==> src/hw/rtl/srd_pkg.sv <==
// Shared constants for the seeded range-draw generator.
// No dependencies; used by the top level and the port checker.
`timescale 1ns / 1ps

package srd_pkg;

    localparam int SEED_W    = 64;
    localparam int BOUND_W   = 32;
    localparam int SPAN_W    = BOUND_W + 1;
    localparam int HALF_W    = SEED_W / 2;
    localparam int WORDS     = 4;
    localparam int WORD_IX_W = $clog2(WORDS);
    localparam int BIT_CNT_W = $clog2(SEED_W);

    // Seed mixer constants
    localparam logic [SEED_W-1:0] MIX_GOLDEN = 64'h9e37_79b9_7f4a_7c15;
    localparam logic [SEED_W-1:0] MIX_C1     = 64'hbf58_476d_1ce4_e5b9;
    localparam logic [SEED_W-1:0] MIX_C2     = 64'h94d0_49bb_1331_11eb;
    localparam int MIX_SH1 = 30;
    localparam int MIX_SH2 = 27;
    localparam int MIX_SH3 = 31;

    // Generator step constants
    localparam int GEN_T_SH  = 17;
    localparam int GEN_S3_RL = 45;
    localparam int GEN_OUT_RL = 7;

endpackage

==> src/hw/rtl/seeded_prng_range_draw.sv <==
// Channel   Handshake           Payload
// input     i_valid / o_ready   i_action, i_seed, i_range_from, i_range_to
// output    o_valid / i_ready   o_value (one per draw, none per reseed)
//
// Reseed: four chained mixes, each an add, two 64-bit products on the shared 32x32
//   multiplier, and a store.
// Draw: the 64-by-33-bit remainder takes one bit per cycle.
// Draw with equal bounds: o_valid in the cycle after the transfer, state untouched.
// One item at a time; o_ready is low until a reseed ends or the result is taken.
//   Synchronous reset clears the generator words to zero.
// Top level of the seeded range-draw generator; one shared multiplier and a
// bit-serial remainder unit under a small sequencer. Depends on srd_pkg.
`timescale 1ns / 1ps

module seeded_prng_range_draw (
    input  logic                                  i_clk,
    input  logic                                  i_rst_n,
    input  logic                                  i_valid,
    output logic                                  o_ready,
    input  logic                                  i_action,
    input  logic        [srd_pkg::SEED_W-1:0]     i_seed,
    input  logic signed [srd_pkg::BOUND_W-1:0]    i_range_from,
    input  logic signed [srd_pkg::BOUND_W-1:0]    i_range_to,
    output logic                                  o_valid,
    input  logic                                  i_ready,
    output logic signed [srd_pkg::BOUND_W-1:0]    o_value
);
    import srd_pkg::*;

    typedef enum logic [3:0] {
        S_IDLE, S_HADD, S_HMUL, S_HFIN, S_GEN0, S_GEN1, S_MOD, S_FIN, S_OUT
    } t_state;

    typedef enum logic [1:0] {
        PH_LL, PH_LH, PH_HL, PH_SUM
    } t_phase;

    t_state                     r_state;
    t_phase                     r_phase;
    logic                       r_msel;
    logic [WORD_IX_W-1:0]       r_widx;
    logic [BIT_CNT_W-1:0]       r_cnt;
    logic [SEED_W-1:0]          r_s [WORDS];
    logic [SEED_W-1:0]          r_x;
    logic [SEED_W-1:0]          r_acc;
    logic [SEED_W-1:0]          r_prod;
    logic signed [BOUND_W-1:0]  r_lo;
    logic signed [BOUND_W-1:0]  r_hi;
    logic                       r_dir;
    logic [SPAN_W-1:0]          r_span;
    logic [SPAN_W-1:0]          r_rem;
    logic                       r_valid;
    logic [BOUND_W-1:0]         r_value;

    logic [SEED_W-1:0]  mul_a;
    logic [SEED_W-1:0]  mul_b;
    logic [HALF_W-1:0]  op_a;
    logic [HALF_W-1:0]  op_b;
    logic [SEED_W-1:0]  mul_p;
    logic [SEED_W-1:0]  hword;
    logic [SEED_W-1:0]  s1x5;
    logic [SEED_W-1:0]  rot7;
    logic [SEED_W-1:0]  x9;
    logic [SEED_W-1:0]  s2a;
    logic [SEED_W-1:0]  s3a;
    logic [SEED_W-1:0]  n_s0;
    logic [SEED_W-1:0]  n_s1;
    logic [SEED_W-1:0]  n_s2;
    logic [SEED_W-1:0]  n_s3;
    logic [SPAN_W-1:0]  lo_ext;
    logic [SPAN_W-1:0]  hi_ext;
    logic [SPAN_W-1:0]  gap;
    logic [SPAN_W-1:0]  n_span;
    logic [SPAN_W:0]    mod_sh;
    logic               mod_ge;
    logic [SPAN_W:0]    mod_nx;
    logic [BOUND_W-1:0] n_value;

    // Shared multiplier: one 32x32 partial product of the low 64-bit product
    assign mul_a = r_msel ? (r_x ^ (r_x >> MIX_SH2)) : (r_x ^ (r_x >> MIX_SH1));
    assign mul_b = r_msel ? MIX_C2 : MIX_C1;

    always_comb begin
        case (r_phase)
            PH_LL: begin
                op_a = mul_a[HALF_W-1:0];
                op_b = mul_b[HALF_W-1:0];
            end
            PH_LH: begin
                op_a = mul_a[HALF_W-1:0];
                op_b = mul_b[SEED_W-1:HALF_W];
            end
            default: begin
                op_a = mul_a[SEED_W-1:HALF_W];
                op_b = mul_b[HALF_W-1:0];
            end
        endcase
    end

    assign mul_p = SEED_W'(op_a) * SEED_W'(op_b);
    assign hword = r_x ^ (r_x >> MIX_SH3);

    // Generator step, all from the old words
    assign s2a  = r_s[2] ^ r_s[0];
    assign s3a  = r_s[3] ^ r_s[1];
    assign n_s0 = r_s[0] ^ s3a;
    assign n_s1 = r_s[1] ^ s2a;
    assign n_s2 = s2a ^ (r_s[1] << GEN_T_SH);
    assign n_s3 = (s3a << GEN_S3_RL) | (s3a >> (SEED_W - GEN_S3_RL));

    // Scrambled output: rotl(s1 * 5, 7) * 9, s1 * 5 in S_GEN0 and the rest in S_GEN1
    assign s1x5 = r_s[1] + (r_s[1] << 2);
    assign rot7 = (r_x << GEN_OUT_RL) | (r_x >> (SEED_W - GEN_OUT_RL));
    assign x9   = rot7 + (rot7 << 3);

    assign lo_ext = {r_lo[BOUND_W-1], r_lo};
    assign hi_ext = {r_hi[BOUND_W-1], r_hi};
    assign gap    = r_dir ? (lo_ext - hi_ext) : (hi_ext - lo_ext);
    assign n_span = gap + SPAN_W'(1);

    // Restoring remainder, one dividend bit per cycle
    assign mod_sh = {r_rem, r_x[SEED_W-1]};
    assign mod_ge = mod_sh >= {1'b0, r_span};
    assign mod_nx = mod_ge ? (mod_sh - {1'b0, r_span}) : mod_sh;

    assign n_value = r_dir ? (r_lo - r_rem[BOUND_W-1:0]) : (r_lo + r_rem[BOUND_W-1:0]);

    always_ff @(posedge i_clk) begin
        if (!i_rst_n) begin
            r_state <= S_IDLE;
            r_phase <= PH_LL;
            r_msel  <= 1'b0;
            r_widx  <= '0;
            r_cnt   <= '0;
            r_valid <= 1'b0;
            for (int i = 0; i < WORDS; i++) begin
                r_s[i] <= '0;
            end
        end else begin
            case (r_state)
                S_IDLE: begin
                    if (i_valid) begin
                        if (!i_action) begin
                            r_x     <= i_seed;
                            r_widx  <= '0;
                            r_state <= S_HADD;
                        end else begin
                            r_lo  <= i_range_from;
                            r_hi  <= i_range_to;
                            r_dir <= i_range_from > i_range_to;
                            if (i_range_from == i_range_to) begin
                                // equal bounds: answer at once, leave the words alone
                                r_value <= i_range_from;
                                r_valid <= 1'b1;
                                r_state <= S_OUT;
                            end else begin
                                r_state <= S_GEN0;
                            end
                        end
                    end
                end
                S_HADD: begin
                    r_x     <= r_x + MIX_GOLDEN;
                    r_msel  <= 1'b0;
                    r_phase <= PH_LL;
                    r_state <= S_HMUL;
                end
                S_HMUL: begin
                    r_prod  <= mul_p;
                    r_phase <= t_phase'(r_phase + 2'd1);
                    case (r_phase)
                        PH_LH: begin
                            r_acc <= r_prod;
                        end
                        PH_HL: begin
                            r_acc[SEED_W-1:HALF_W] <= r_acc[SEED_W-1:HALF_W]
                                                      + r_prod[HALF_W-1:0];
                        end
                        PH_SUM: begin
                            r_x <= {r_acc[SEED_W-1:HALF_W] + r_prod[HALF_W-1:0],
                                    r_acc[HALF_W-1:0]};
                            if (r_msel) begin
                                r_state <= S_HFIN;
                            end else begin
                                r_msel <= 1'b1;
                            end
                        end
                        default: begin
                        end
                    endcase
                end
                S_HFIN: begin
                    // store this word and chain it into the next mix
                    r_s[r_widx] <= hword;
                    r_x         <= hword;
                    r_widx      <= r_widx + WORD_IX_W'(1);
                    if (r_widx == WORD_IX_W'(WORDS - 1)) begin
                        r_state <= S_IDLE;
                    end else begin
                        r_state <= S_HADD;
                    end
                end
                S_GEN0: begin
                    r_x     <= s1x5;
                    r_s[0]  <= n_s0;
                    r_s[1]  <= n_s1;
                    r_s[2]  <= n_s2;
                    r_s[3]  <= n_s3;
                    r_state <= S_GEN1;
                end
                S_GEN1: begin
                    r_x     <= x9;
                    r_span  <= n_span;
                    r_rem   <= '0;
                    r_cnt   <= '0;
                    r_state <= S_MOD;
                end
                S_MOD: begin
                    r_rem <= mod_nx[SPAN_W-1:0];
                    r_x   <= r_x << 1;
                    r_cnt <= r_cnt + BIT_CNT_W'(1);
                    if (r_cnt == BIT_CNT_W'(SEED_W - 1)) begin
                        r_state <= S_FIN;
                    end
                end
                S_FIN: begin
                    r_value <= n_value;
                    r_valid <= 1'b1;
                    r_state <= S_OUT;
                end
                S_OUT: begin
                    // hold the result until the transfer
                    if (i_ready) begin
                        r_valid <= 1'b0;
                        r_state <= S_IDLE;
                    end
                end
                default: begin
                    r_state <= S_IDLE;
                end
            endcase
        end
    end

    assign o_ready = (r_state == S_IDLE);
    assign o_valid = r_valid;
    assign o_value = r_value;

endmodule

==> config.mk <==
export PLATFORM = sky130hd
export DESIGN_NAME = seeded_prng_range_draw
export DESIGN_NICKNAME = d
export VERILOG_FILES = /design/src/hw/rtl/srd_pkg.sv /design/src/hw/rtl/seeded_prng_range_draw.sv
export SDC_FILE = /design/constraint.sdc
export NUM_CORES = 2
export LEC_CHECK = 0
export BUFFER_PORTS_ARGS = -buffer_cell sky130_fd_sc_hd__buf_2
export CORE_MARGIN = 2
export CORE_UTILIZATION = 32
export CTS_CLUSTER_DIAMETER = 120
export CTS_CLUSTER_SIZE = 40
export DETAILED_ROUTE_END_ITERATION = 16
export MAX_ROUTING_LAYER = met4
export PLACE_DENSITY = 0.47
export SETUP_SLACK_MARGIN = 0.1
export SKIP_LAST_GASP = 1
export SYNTH_ARGS = -nofsm -noshare
export SYNTH_HDL_FRONTEND = slang
export SYNTH_SLANG_ARGS = --single-unit
==> constraint.sdc <==
create_clock -name i_clk -period 15.3 [get_ports i_clk]
set_clock_uncertainty 0.05 [all_clocks]
set_input_delay 2.295 -clock i_clk [delete_from_list [all_inputs] [get_ports i_clk]]
set_output_delay 2.295 -clock i_clk [all_outputs]
set_load 0.01 [all_outputs]
==> results.yml <==
critical_path:
  critPathMaxStageDelay_ps: 880
  crit_buf_inv: 6
  critical-path-top-delay-family: "adder cells"
  cp-end-kind: "register"
  critPathKind: "register to register"
  path_max_fanout: 10
  worst_path_most_repeated_cell: "fa_1"
  critPathSlowestCell: "o41ai_1"
  cp.required_ps: 15720
  worstSetupStartpointType: "register"
  arrival_ps: 11730
grt:
  antenna_found_initial: 41
  met2_usage_pct: 39.60
  grt_usage_pct: 25.80
  use_met3_pct: 2.920
  busiest_layer: "met2"
  grt_pass1_vias: 62308
  grt.overflow.total: 0
  grt_pass1_wl_um: 449700
  met1_usage_pct: 35.84
  grt_max_degree: 122
floorplan:
  die_y_um: 495.2
  initial_core_util_pct: 32.12
  placementRows: 180
  die_w_um: 495.2
  fp.dieArea_mm2: 0.2452
  fp.coreArea_mm2: 0.2403
  io_pins: 167
placed_design:
  globalplace.congestion: 0.9919
  dp_hpwl_um: 253800
  io_buffers: 166
sta:
  slew_headroom_pct: 12.63
  fin_crit_ps: 11310
  fin_tns_setup_ps: 0
  whs_ps: 475.6
  tightest_slew_ps: 1278
  hold_viol_final: 0
  setup_viol: 0
  drv_slew: 0
  rsz0062_at_grt: "false"
  fmax_ghz: 0.08838
  min_period_over_period_pct: 73.95
synthesis:
  yosysWarningCount: 0
  synthTopCellsByCount: "inv_1, fa_1, ha_1, nor2_1, edfxtp_1"
  ys_ff_latch: 627
  ys.flop_type: "edfxtp_1"
  syn_area_mm2: 0.07720
  yosysMostFrequentCell: "inv_1"
  synth_cell_types: 97
  synth_edf_count: 611
  synth_fp_nets: 9841
  ys_top_cells_by_area: "edfxtp_1, fa_1, ha_1"
  synth_top_area_cell: "edfxtp_1"
  synthArstFlopShare_pct: 0
  syn_inst: 8224
  synth_top_area_share_pct: 23.77
  syn_area_per_cell_um2: 9.387
  synth_seq_area_share_pct: 24.18
cts:
  cts_tree: "done"
  clock_insertion_delay_worst_skew_ps: 760
  hold_buffers: 0
  htreeDepth: 1
  cts_resized: 0
  clkTransAtPathRegs_ps: 150
  cts_setup_buffers: 0
  cts_inserted_buffers: 28
  cts_root_buf: "clkbuf_16"
  cts.path.max_buffers: 3
  cts.sinks: 627
finish:
  nNetsFinal: 9789
  seq_area_mm2: 0.01867
  syn_to_final_growth_pct: 7.412
  drive_above_1_share_pct: 5.811
  multi_input_area_mm2: 0.05261
  fillers: 24689
routing:
  drc_errors: 0
  wl_um: 311300
  dr_total_vias: 61421
  final_antenna_net_count: 0
  viasPerCell: 5.392
  drtIter0Drc: 6209
  wl_per_cell_um: 27.33
  dr.pass1.iters: 6
flow_run:
  maxCapViolCount: 0
outcome:
  status: "completed"
min_path:
  hold_class: "register to register"
[registers in the layout, summed over array words and instances, names as in the netlist, 33 cells and up]
signal	flops
r_prod	64
r_span	33
r_acc	64
r_x	64
r_s	256
r_rem	33
[cells in the final DEF, fill, tap and decap left out, types with 67 or more instances in the layout]
cell type and instances:
nand2_1 571, o21ai_0 412, a21oi_1 486, xnor2_1 477, a221oi_1 68, edfxtp_1 611
nor2_1 606, ha_1 663, buf_4 112, mux2i_1 67, nor3_1 88, a21o_1 198
o22ai_1 165, buf_2 166, nand3_1 87, o21bai_1 73, inv_1 1266, xor2_1 273
fa_1 819
[logic make-up after synthesis]
family / after synthesis / synth area share (%)
muxes: 122 / 1.671
adders and majority gates: 1484 / 32.02
and+or+nand+nor: 1779 / 10.54
buffers and inverters: 1632 / 7.973
AOI/OAI and AO/OA: 1830 / 15.11
DFF: 627 / 24.18
xor gates and xnor gates: 750 / 8.509
[worst min-delay path, cell delays in order (launching register included)]
cell and delay (ps):
dfxtp_1 370, nand3_1 70, a21oi_1 60
[metal layers]
metal / vias to the layer above / routed length, um
met3: 352 / 19110
li1: 27726 / -
met2: 2145 / 139300
met4: 0 / 10370
met5: - / 0
met1: 31198 / 142500
[area by class of cell]
type,count,share of cell area [%]
clock inverters,18,0.4949
repair buffers,281,2.088
inverters,1269,5.745
diodes,15,0.04527
multi-input cells,5965,63.44
clock buffers,31,0.8586
well taps,3185,4.806
flip-flops and latches,627,22.52
[worst paths after layout]
path | startpoint | slack (ps) | endpoint | cells past startpoint
max | r_x[39] | 3990 | r_prod[63] | 33
min | r_phase[1] | 480 | r_phase[1] | 2
max reg2reg | r_x[39] | 3990 | r_prod[63] | 33
min reg2reg | r_phase[1] | 480 | r_phase[1] | 2
[metrics by stage]
| stage | area [um^2] | instances | setup WS (ps) | utilization, % |
|---|---|---|---|---|
| detailed placement | 81760 | 11327 | 4126 | 34.02 |
| CTS | 82880 | 11376 | 4073 | 34.49 |
| global placement | 81740 | 11326 | 3886 | 34.01 |
| floorplan | 77200 | 8224 | 5432 | - |
| finish | 82920 | 11391 | 3986 | 34.51 |
| global route | 82900 | 11385 | 3600 | 34.50 |
Power is left out: the tool's default activity adds up to more than one toggle a clock period on the data nets, which glitch-free logic cannot reach.
